`src/rtl/core/assert_macros.svh`:
```
// assertion macros used by the queue core
`ifndef ASSERT_MACROS_SVH
`define ASSERT_MACROS_SVH

// property checked on every rising edge of clk, held off while in reset
`define ASSERT_CLK(label, prop, msg) \
    label: assert property (@(posedge clk) disable iff (!rst_n) (prop)) else $error(msg);

// condition that must never be seen on a rising edge of clk outside reset
`define ASSERT_NEVER(label, cond, msg) \
    label: assert property (@(posedge clk) disable iff (!rst_n) !(cond)) else $error(msg);

`endif

```
`src/rtl/core/cmbq_pkg.sv`:
```
// types and constants of the class-matched bounded queue
package cmbq_pkg;

    localparam int DEPTH  = 16;
    localparam int ADDR_W = $clog2(DEPTH);
    localparam int CNT_W  = 5;
    localparam int VAL_W  = 16;
    localparam int CLS_W  = 2;

    localparam logic [CNT_W-1:0] LIMIT_RESET = CNT_W'(16);

    // opcodes
    localparam logic OP_PUSH = 1'b0;
    localparam logic OP_TAKE = 1'b1;

    // value classes
    localparam logic [CLS_W-1:0] CLS_EVEN  = 2'd0;
    localparam logic [CLS_W-1:0] CLS_ODD   = 2'd1;
    localparam logic [CLS_W-1:0] CLS_PRIME = 2'd2;
    localparam logic [CLS_W-1:0] CLS_NONE  = 2'd3;

    typedef struct packed {
        logic                    opcode;
        logic signed [VAL_W-1:0] item_value;
        logic [CLS_W-1:0]        consumer_class;
    } in_t;

    typedef struct packed {
        logic                    op_ok;
        logic signed [VAL_W-1:0] taken_value;
        logic [CNT_W-1:0]        occupancy;
    } out_t;

    // one queue entry as held in memory
    typedef struct packed {
        logic [CLS_W-1:0] cls;
        logic [VAL_W-1:0] value;
    } entry_t;

endpackage

```
`src/rtl/core/class_matched_bounded_queue_core.sv`:
```
// Class-matched bounded queue: a FIFO of signed 16-bit values held in a 16-entry ram, each
// entry stored with its class (even, odd or prime). A push is classified on entry by trial
// division and written at the tail; a take scans from the head for the oldest entry of the
// asked class, returns it and closes the gap by copying later entries down one place. One item
// is worked at a time; the output register lets the next item in while a result waits, and the
// block is ready for the next item in the cycle that the result appears. A rejected push, or a
// take that cannot match (class three or an empty queue), goes straight to the result; a push of
// an even value, of a value below two or of two itself is written at once; an odd push above two
// is tried against odd divisors 3, 5, ... up to the square root, each by the bit-serial
// remainder unit at one bit a cycle, and stops at the first divisor that leaves no remainder;
// a take reads entries one by one through the single registered ram read port until one of the
// asked class hits, then copies each later entry down one place with a read and a write; a take
// that misses scans every entry.
`include "assert_macros.svh"

module class_matched_bounded_queue_core (
    input  logic                      clk,
    input  logic                      rst_n,
    input  logic                      in_valid,
    output logic                      in_ready,
    input  cmbq_pkg::in_t             in_data,
    output logic                      out_valid,
    input  logic                      out_ready,
    output cmbq_pkg::out_t            out_data,
    input  logic                      cfg_we,
    input  logic [cmbq_pkg::CNT_W-1:0] cfg_wdata
);

    import cmbq_pkg::*;

    typedef enum logic [3:0] {
        ST_IDLE,
        ST_CHECK,
        ST_DIV,
        ST_PUSH_WR,
        ST_SCAN_RD,
        ST_SCAN_CHK,
        ST_SHIFT_RD,
        ST_SHIFT_WR,
        ST_DONE
    } state_t;

    state_t                  state_reg;
    logic [VAL_W-1:0]        val_reg;
    logic [CLS_W-1:0]        cls_reg;
    logic [7:0]              div_reg;
    logic [15:0]             sq_reg;
    logic [7:0]              rem_reg;
    logic [3:0]              bit_reg;
    logic [CNT_W-1:0]        idx_reg;
    logic [CNT_W-1:0]        count_reg;
    logic [CNT_W-1:0]        limit_reg;
    logic                    res_ok_reg;
    logic [VAL_W-1:0]        res_taken_reg;
    logic                    out_valid_reg;
    out_t                    out_reg;

    logic [CNT_W-1:0]        limit_eff;
    logic [CNT_W-1:0]        idx_inc;
    logic [8:0]              rem_shift;
    logic [7:0]              rem_next;
    logic [15:0]             sq_next;
    logic                    accept;

    logic                    ram_wr_en;
    logic [ADDR_W-1:0]       ram_wr_addr;
    entry_t                  ram_wr_data;
    logic                    ram_rd_en;
    logic [ADDR_W-1:0]       ram_rd_addr;
    entry_t                  ram_rd_data;

    // handshake and derived values
    assign accept    = in_valid && in_ready;
    assign in_ready  = (state_reg == ST_IDLE);
    assign out_valid = out_valid_reg;
    assign out_data  = out_reg;
    assign limit_eff = (limit_reg > CNT_W'(DEPTH)) ? CNT_W'(DEPTH) : limit_reg;
    assign idx_inc   = idx_reg + CNT_W'(1);

    // one restoring step of the remainder, msb first
    always_comb
    begin
        rem_shift = {rem_reg, val_reg[bit_reg]};
        if (rem_shift >= {1'b0, div_reg})
        begin
            rem_next = 8'(rem_shift - {1'b0, div_reg});
        end
        else
        begin
            rem_next = rem_shift[7:0];
        end
        // (d+2)^2 = d^2 + 4d + 4
        sq_next = sq_reg + 16'({div_reg, 2'b00}) + 16'd4;
    end

    // ram port control
    always_comb
    begin
        ram_wr_en   = (state_reg == ST_PUSH_WR) || (state_reg == ST_SHIFT_WR);
        ram_rd_en   = (state_reg == ST_SCAN_RD) || (state_reg == ST_SHIFT_RD);
        ram_rd_addr = (state_reg == ST_SHIFT_RD) ? idx_inc[ADDR_W-1:0] : idx_reg[ADDR_W-1:0];
        if (state_reg == ST_PUSH_WR)
        begin
            ram_wr_addr       = count_reg[ADDR_W-1:0];
            ram_wr_data.cls   = cls_reg;
            ram_wr_data.value = val_reg;
        end
        else
        begin
            ram_wr_addr = idx_reg[ADDR_W-1:0];
            ram_wr_data = ram_rd_data;
        end
    end

    cmbq_ram #(
        .WIDTH ($bits(entry_t)),
        .DEPTH (DEPTH)
    ) u_ram (
        .clk     (clk),
        .wr_en   (ram_wr_en),
        .wr_addr (ram_wr_addr),
        .wr_data (ram_wr_data),
        .rd_en   (ram_rd_en),
        .rd_addr (ram_rd_addr),
        .rd_data (ram_rd_data)
    );

    // control state machine, queue count and output register
    always_ff @(posedge clk or negedge rst_n)
    begin
        if (!rst_n)
        begin
            state_reg     <= ST_IDLE;
            count_reg     <= '0;
            limit_reg     <= LIMIT_RESET;
            out_valid_reg <= 1'b0;
        end
        else
        begin
            if (cfg_we)
            begin
                limit_reg <= cfg_wdata;
            end
            // result taken with no new one ready to replace it
            if (out_valid_reg && out_ready && state_reg != ST_DONE)
            begin
                out_valid_reg <= 1'b0;
            end

            case (state_reg)
                ST_IDLE:
                begin
                    if (accept)
                    begin
                        val_reg       <= in_data.item_value;
                        res_ok_reg    <= 1'b0;
                        res_taken_reg <= '0;
                        idx_reg       <= '0;
                        if (in_data.opcode == OP_PUSH)
                        begin
                            if (count_reg >= limit_eff)
                            begin
                                // queue full
                                state_reg <= ST_DONE;
                            end
                            else if (in_data.item_value < 16'sd2)
                            begin
                                cls_reg   <= in_data.item_value[0] ? CLS_ODD : CLS_EVEN;
                                state_reg <= ST_PUSH_WR;
                            end
                            else if (in_data.item_value == 16'sd2)
                            begin
                                cls_reg   <= CLS_PRIME;
                                state_reg <= ST_PUSH_WR;
                            end
                            else if (!in_data.item_value[0])
                            begin
                                cls_reg   <= CLS_EVEN;
                                state_reg <= ST_PUSH_WR;
                            end
                            else
                            begin
                                div_reg   <= 8'd3;
                                sq_reg    <= 16'd9;
                                state_reg <= ST_CHECK;
                            end
                        end
                        else if (in_data.consumer_class == CLS_NONE || count_reg == '0)
                        begin
                            state_reg <= ST_DONE;
                        end
                        else
                        begin
                            cls_reg   <= in_data.consumer_class;
                            state_reg <= ST_SCAN_RD;
                        end
                    end
                end

                // stop once the divisor passes the square root
                ST_CHECK:
                begin
                    if (sq_reg > {1'b0, val_reg[14:0]})
                    begin
                        cls_reg   <= CLS_PRIME;
                        state_reg <= ST_PUSH_WR;
                    end
                    else
                    begin
                        rem_reg   <= '0;
                        bit_reg   <= 4'd14;
                        state_reg <= ST_DIV;
                    end
                end

                ST_DIV:
                begin
                    if (bit_reg == 4'd0)
                    begin
                        if (rem_next == 8'd0)
                        begin
                            cls_reg   <= CLS_ODD;
                            state_reg <= ST_PUSH_WR;
                        end
                        else
                        begin
                            div_reg   <= div_reg + 8'd2;
                            sq_reg    <= sq_next;
                            state_reg <= ST_CHECK;
                        end
                    end
                    else
                    begin
                        rem_reg <= rem_next;
                        bit_reg <= bit_reg - 4'd1;
                    end
                end

                ST_PUSH_WR:
                begin
                    count_reg  <= count_reg + CNT_W'(1);
                    res_ok_reg <= 1'b1;
                    state_reg  <= ST_DONE;
                end

                ST_SCAN_RD:
                begin
                    state_reg <= ST_SCAN_CHK;
                end

                ST_SCAN_CHK:
                begin
                    if (ram_rd_data.cls == cls_reg)
                    begin
                        res_taken_reg <= ram_rd_data.value;
                        state_reg     <= ST_SHIFT_RD;
                    end
                    else if (idx_inc == count_reg)
                    begin
                        state_reg <= ST_DONE;
                    end
                    else
                    begin
                        idx_reg   <= idx_inc;
                        state_reg <= ST_SCAN_RD;
                    end
                end

                // move later entries down one place
                ST_SHIFT_RD:
                begin
                    if (idx_inc == count_reg)
                    begin
                        count_reg  <= count_reg - CNT_W'(1);
                        res_ok_reg <= 1'b1;
                        state_reg  <= ST_DONE;
                    end
                    else
                    begin
                        state_reg <= ST_SHIFT_WR;
                    end
                end

                ST_SHIFT_WR:
                begin
                    idx_reg   <= idx_inc;
                    state_reg <= ST_SHIFT_RD;
                end

                ST_DONE:
                begin
                    if (!out_valid_reg || out_ready)
                    begin
                        out_valid_reg       <= 1'b1;
                        out_reg.op_ok       <= res_ok_reg;
                        out_reg.taken_value <= res_taken_reg;
                        out_reg.occupancy   <= count_reg;
                        state_reg           <= ST_IDLE;
                    end
                end

                default:
                begin
                    state_reg <= ST_IDLE;
                end
            endcase
        end
    end

    // checks
    `ASSERT_NEVER(a_count_over_depth, count_reg > CNT_W'(DEPTH), "entry count above depth")
    `ASSERT_CLK(a_count_step, count_reg != $past(count_reg) |-> (count_reg == $past(count_reg) + CNT_W'(1) || count_reg == $past(count_reg) - CNT_W'(1)), "entry count moved by more than one")
    `ASSERT_CLK(a_push_room, ram_wr_en && state_reg == ST_PUSH_WR |-> count_reg < limit_eff, "push written past the limit")
    `ASSERT_CLK(a_result_from_done, $rose(out_valid_reg) |-> $past(state_reg == ST_DONE), "result shown outside completion")

endmodule

```
`src/rtl/core/cmbq_ram.sv`:
```
// generic single-clock ram, one write port and one registered read port
module cmbq_ram #(
    parameter int WIDTH = 8,
    parameter int DEPTH = 16
) (
    input  logic                     clk,
    input  logic                     wr_en,
    input  logic [$clog2(DEPTH)-1:0] wr_addr,
    input  logic [WIDTH-1:0]         wr_data,
    input  logic                     rd_en,
    input  logic [$clog2(DEPTH)-1:0] rd_addr,
    output logic [WIDTH-1:0]         rd_data
);

    logic [WIDTH-1:0] mem [DEPTH];

    // storage write and registered read
    always_ff @(posedge clk)
    begin
        if (wr_en)
        begin
            mem[wr_addr] <= wr_data;
        end
        if (rd_en)
        begin
            rd_data <= mem[rd_addr];
        end
    end

endmodule

```
`config.mk`:
```
export PLATFORM = sky130hd
export DESIGN_NAME = class_matched_bounded_queue_core
export DESIGN_NICKNAME = d
export VERILOG_FILES = /design/src/rtl/core/cmbq_pkg.sv /design/src/rtl/core/class_matched_bounded_queue_core.sv /design/src/rtl/core/cmbq_ram.sv
export VERILOG_INCLUDE_DIRS = /design/src /design/src/rtl/core
export SDC_FILE = /design/constraint.sdc
export NUM_CORES = 1
export LEC_CHECK = 0
export ABC_AREA = 0
export BUFFER_PORTS_ARGS = -buffer_cell sky130_fd_sc_hd__buf_2
export CORE_UTILIZATION = 36
export CTS_BUF_LIST = sky130_fd_sc_hd__clkbuf_2
export DETAILED_ROUTE_END_ITERATION = 6
export PLACE_DENSITY_LB_ADDON = 0.15
export REMOVE_ABC_BUFFERS = 1
export SLEW_MARGIN = 0
export SYNTH_ARGS = -nofsm -noshare
export SYNTH_HDL_FRONTEND = slang
export SYNTH_HIERARCHICAL = 1
export SYNTH_SLANG_ARGS = --single-unit
export TNS_END_PERCENT = 1
```
`constraint.sdc`:
```
create_clock -name clk -period 7.13 [get_ports clk]
set_input_delay 0.713 -clock clk [delete_from_list [all_inputs] [get_ports clk]]
set_output_delay 0.713 -clock clk [all_outputs]
set_load 0.05 [all_outputs]
```
==> flow_summary_export.csv, run 1 <==
group,metric,value,unit
logic_synthesis,synth_cell_types,74,
cells_and_area,top_register,"u_ram/mem",
cells_and_area,mostFrequentLayoutCell,"edfxtp_1",
cells_and_area,layout_common_cells,"400 x edfxtp_1, 155 x clkbuf_2, 94 x nand2_1, 52 x buf_2",
timing,whs,144,ps
cells_and_area,postLayoutCoreUtil,41.8,%
cells_and_area,drive_gt1_share,25.8,%
cells_and_area,design_area,20600,µm²
logic_synthesis,ys_ff_latch,415,
global_routing,grt_pass1_wl,67100,µm
clock_network,clkLatencyLatePin,1090,ps
floorplan,pin_count,53,
cells_and_area,syn_to_final_growth,14.2,%
timing,fin_crit,4820,ps
logic_synthesis,yosysSeqAreaShare,68.8,%
floorplan,initial_utilization,36.7,%
logic_synthesis,postSynthAreaPerCell,16.4,µm²
place,place_ws,2340,ps
timing,setup_viol,0,
route,routedWlPerCell,22.1,µm
power,p_leak,7.33,nW
route,route.detailed.drc,0,
cells_and_area,fillers,4560,
place,place_congestion,0.831,
clock_network,h-tree-depth,3,
setup_path,critical_path_class,"reg2reg",
floorplan,die_h,226,µm
timing,maxSlewViolCount,0,
logic_synthesis,synth-async-reset-ratio,3.61,%
route,via_per_inst,5.09,
setup_path,crit_fanout,20,
clock_network,cts_sinks,415,
timing,fin_crit_sh,67.7,%
clock_network,cts_root_buf,"clkbuf_2",
place,hpwl,27300,µm
logic_synthesis,synth-edff-count,400,
setup_path,crit_start,"bit_reg[3]",
setup_path,cp-end-kind,"flip-flop",
power,design_power_total,6.80,mW
setup_path,start_kind,"flip-flop",
logic_synthesis,synth_ff_type,"edfxtp_1",
global_routing,grt_antenna_before_repair,4,
timing,finalWorstSetupSlack,2310,ps
timing,worst_pin_slew,1050,ps
clock_network,post_cts_resized,0,
timing,fmax,0.207,GHz
setup_path,crit_arrival,5450,ps
route,via_count,10366,
status,status,"complete, no violations",
timing,rsz0062_at_grt,"no",
min_path,hp-class,"in2reg",
cells_and_area,fin_cells,2036,
setup_path,crit_required,7760,ps
cells_and_area,largest_register_ff_count,288,
timing,max_slew_margin,29.3,%
setup_path,r2r-start,"bit_reg[3]",
timing,skew,93.0,ps
run,drv_cap,0,
timing,finalSetupTns,0,ps
global_routing,track_usage,18.3,%
clock_network,cts_made_buffers,107,
clock_network,cts_tree,"done",
global_routing,grt_max_degree,73,
clock_network,clk_pin_slew_worst_paths,90,ps
floorplan,dieArea,50900,µm²
clock_network,cts-hold-fix-buffers,35,
logic_synthesis,syn_area,18000,µm²
route,ant_nets,0,
logic_synthesis,synth.top_cells.by_area,"edfxtp_1 67%, mux4_2 6.3%, mux4_1 3.2%",
route,drt_iter0_markers,692,
logic_synthesis,yosys.area.top_type,"edfxtp_1",
floorplan,die_w,226,µm
logic_synthesis,netlist_instances,1096,
power,max-vdd-ir-drop,0.116,mV
floorplan,core,49200,µm²
route,drt-total-wl,45000,µm
cells_and_area,fin_nets,1371,
floorplan,row_count,81,
route,dr.pass1.iters,4,
clock_network,cts_buffer_depth,3,
min_path,hold_start,"in_valid",
timing,finalHoldViolations,0,
global_routing,grt_overflow,0,
global_routing,grt_pass1_vias,10738,
place,post_dp_cell_area,19300,µm²
place,numPortBuffers,52,
power,power.density,331,nW/µm²
place,dp.cells,1813,
logic_synthesis,yosys_warnings,6,
clock_network,post_cts_buffers,0,
logic_synthesis,synth_top_area_share,66.7,%
-- cell usage after synthesis, drive strengths merged (9+ instances only) --
cell / count
inv: 41
a21oi: 24
xnor2: 22
nor3: 19
a22oi: 36
buf: 24
and2: 18
and3: 11
nor2b: 9
nand2b: 12
mux2: 12
nand3: 19
dfrtp: 14
nor2: 66
edfxtp: 400
nand2: 95
clkbuf: 15
xor2: 12
o21ai: 39
ha: 46
mux4: 72
-- where the power goes --
group / leakage [nW] / switching, mW / internal [mW] / total (mW)
clock: 0.707 / 0.957 / 0.584 / 1.54
sequential: 3.81 / 0.172 / 3.14 / 3.31
combinational: 2.82 / 1.21 / 0.741 / 1.95
total: 7.33 / 2.34 / 4.46 / 6.80
-- metal layers --
metal  track usage [%]  vias up  part of all wire [%]
li1                  -     4779                     -
met1              24.4     5265                    46
met2              28.9      264                    48
met3              4.03       56                   4.7
met4              7.26        2                   1.9
met5                 0        -                 0.029
-- cell families (layout without fill, tap and decap cells) --
| kind of cell | Yosys count | in the layout | share of synthesized area, % |
|---|---|---|---|
| adder cells (fa/ha/maj) | 49 | 49 | 3.53 |
| flip-flops | 415 | 415 | 68.8 |
| buffers and inverters | 81 | 354 | 2.08 |
| AND/OR/NAND/NOR | 285 | 285 | 7.74 |
| AO/OA/AOI/OAI | 141 | 141 | 5.56 |
| XOR/XNOR | 34 | 34 | 1.65 |
| multiplexers | 91 | 91 | 10.7 |
| other | 0 | 3 | 0 |
-- worst max-delay path, cell delays in order (launching register included) --
cell and delay [ps]:
edfxtp_1 700, and2b_4 270, a2111oi_4 380, or4_1 190, o21a_1 230, inv_1 100
fa_1 400, a211oi_1 340, o21bai_1 130, a21oi_1 190, xnor2_1 170, nor3_1 60
nor4b_2 170, o211ai_1 230, and3_1 860
-- final timing paths --
path                                 to  slack [ps]  cells past startpoint
max                          sq_reg[14]        2310                     14
min                        state_reg[1]         140                      4
max reg2reg                  sq_reg[14]        2310                     14
min reg2reg                out_data[16]         410                      0
max in group asynchronous  count_reg[2]        5490                      4
min in group asynchronous  state_reg[3]         630                      3
-- area by class of cell --
cell class	instances	area, µm²	share of cell area [%]
Clock buffer	155	776	3.77
Antenna cell	3	7.51	0.0365
Tap cell	664	831	4.04
Timing Repair Buffer	127	923	4.49
Sequential cell	415	12400	60.2
Multi-Input combinational cell	600	5350	26.0
Clock inverter	30	130	0.633
Inverter	42	158	0.767
Power figures use the tool's default switching activity.
==> run 2: changes to the inputs <==
- clock period: 7.13 -> 4.79 ns (I/O delays scaled with it)
==> flow_summary_export.csv, run 2 (same netlist as run 1, synthesis figures left out) <==
group,metric,value,unit
status,status,"complete, no violations",
clock_network,h-tree-depth,3,
power,switching_share,34.4,%
global_routing,track_usage,18.7,%
cells_and_area,multi_input_area,5350,µm²
cells_and_area,largest_register_ff_count,288,
run,drv_cap,0,
place,hpwl,28100,µm
timing,finalHoldViolations,0,
floorplan,pin_count,53,
timing,fin_crit_sh,91.1,%
timing,rsz0062_at_grt,"no",
power,p_clk_share,22.9,%
floorplan,die_w,226,µm
setup_path,crit_required,5610,ps
cells_and_area,seq_area,12400,µm²
timing,fin_crit,4360,ps
floorplan,initial_utilization,36.7,%
cells_and_area,top_register,"u_ram/mem",
setup_path,cp-end-kind,"flip-flop",
power,pwr-share-comb,29.3,%
cells_and_area,syn_to_final_growth,16.1,%
route,route.met2.wl,21500,µm
power,design_power_total,10.3,mW
floorplan,row_count,81,
route,dr.pass1.iters,5,
setup_path,crit_arrival,5190,ps
clock_network,cts_sinks,415,
place,post_dp_cell_area,19400,µm²
route,m1WireLength,21200,µm
place,dp.cells,1824,
floorplan,die_h,226,µm
setup_path,max_stage_delay,540,ps
global_routing,grt_max_degree,60,
floorplan,core,49200,µm²
min_path,hp-class,"in2reg",
route,dr.max_layer_used,"met4",
timing,worst_pin_slew,1100,ps
clock_network,cts_root_buf,"clkbuf_2",
timing,finalWorstSetupSlack,426,ps
clock_network,clk_pin_slew_worst_paths,100,ps
cells_and_area,drive_gt1_share,26.8,%
route,drt_iter0_markers,764,
global_routing,grt_antenna_before_repair,2,
clock_network,post_cts_resized,0,
power,p_leak,7.51,nW
global_routing,grt_pass1_vias,10917,
cells_and_area,design_area,20900,µm²
timing,maxSlewViolCount,0,
cells_and_area,fin_cells,2076,
route,drt-total-wl,46000,µm
cells_and_area,fin_nets,1402,
floorplan,dieArea,50900,µm²
route,met3_length,2340,µm
place,place_ws,327,ps
global_routing,grt_pass1_wl,68600,µm
setup_path,crit_fanout,11,
clock_network,cts_tree,"done",
global_routing,grt_overflow,0,
clock_network,clkLatencyLatePin,1120,ps
setup_path,crit_chain,"buf_4 -> mux2_4 -> o22ai_4 -> or4_1 -> o21a_1 -> inv_1 -> fa_1 -> a211oi_1 -> nor2_1 -> xor2_1 -> or3_1 -> nor3_1 -> nor4b_2 -> o211ai_1 -> and3_1 -> buf_4",
route,via_per_inst,5.09,
timing,max_slew_margin,26.6,%
setup_path,slowest_stage,"edfxtp_1",
timing,setup_viol,0,
route,routedWlPerCell,22.2,µm
power,switchingPower,3.54,mW
timing,fmax,0.229,GHz
cells_and_area,mostFrequentLayoutCell,"edfxtp_1",
power,seqPwrFrac,47.8,%
place,place_congestion,0.833,
clock_network,cts_made_buffers,108,
timing,skew,112,ps
setup_path,crit_top_cell,"buf_4",
place,numPortBuffers,52,
route,route.detailed.drc,0,
timing,whs,134,ps
route,ant_nets,0,
cells_and_area,fillers,4534,
cells_and_area,layout_common_cells,"400 x edfxtp_1, 164 x clkbuf_2, 94 x nand2_1, 52 x buf_2",
clock_network,cts_buffer_depth,3,
setup_path,start_kind,"flip-flop",
setup_path,critical_path_class,"reg2reg",
power,max-vdd-ir-drop,0.154,mV
power,power.density,493,nW/µm²
power,intPower,6.76,mW
route,via_count,10557,
==> run 2: repair_timing <==
action / in CTS / in global routing
buffers inserted: 0 / 3
hold buffers: 51 / 0
setup endpoints to repair: 0 / 22
hold endpoints to repair: 49 / 0
==> run 2: path summary, 6_finish.rpt <==
| path | start | cells after the start | slack [ps] | to |
|---|---|---|---|---|
| hold / removal | in_data[4] | 2 | 130 | val_reg[2] |
| max in group asynchronous | rst_n | 4 | 3050 | state_reg[0] |
| setup / recovery | bit_reg[3] | 16 | 430 | div_reg[5] |
| min in group asynchronous | rst_n | 3 | 520 | limit_reg[4] |
| hold reg to reg | res_taken_reg[10] | 0 | 380 | out_data[15] |
| setup reg to reg | bit_reg[3] | 16 | 430 | div_reg[5] |
==> run 2: layout make-up <==
class / count / share of cell area (%)
sequential: 415 / 59.2
multi-input combinational: 600 / 25.6
timing repair buffer: 157 / 5.80
tap: 664 / 3.97
clock buffer: 164 / 3.93
inverter: 42 / 0.754
clock inverter: 32 / 0.664
antenna: 2 / 0.0239
==> run 2: power by group through the flow <==
| stage | clock network (mW) | registers [mW] | logic [mW] |
|---|---|---|---|
| after floorplan | 0 | 4.98 | 2.01 |
| after global placement | 0 | 5.00 | 2.97 |
| after detailed placement | 0 | 5.00 | 3.00 |
| after CTS | 2.48 | 4.92 | 3.05 |
| after global routing | 2.65 | 4.96 | 3.33 |
| final | 2.36 | 4.92 | 3.02 |
==> run 2: critical path: cells and delay by family, from the launching register on <==
| kind | cells | cell delay [ps] |
|---|---|---|
| AO/OA/AOI/OAI | 4 | 900 |
| XOR/XNOR | 1 | 160 |
| adder cells (fa/ha/maj) | 1 | 400 |
| buffers and inverters | 3 | 500 |
| flip-flops | 1 | 540 |
| multiplexers | 1 | 310 |
| AND/OR/NAND/NOR | 6 | 1290 |
==> run 2: through the flow <==
step / setup TNS, ps / utilization [%]
floorplan: -53690 / -
global placement: 0 / 39.5
detailed placement: 0 / 39.5
CTS: 0 / 42.5
global route: 0 / 42.5
finish: 0 / 42.5
==> run 2: layer usage <==
| metal | vias to the layer above | GRT usage, % |
|---|---|---|
| li1 | 4834 | - |
| met1 | 5376 | 25.4 |
| met2 | 277 | 29.1 |
| met3 | 70 | 4.01 |
| met4 | 0 | 7.46 |
| met5 | - | 0 |
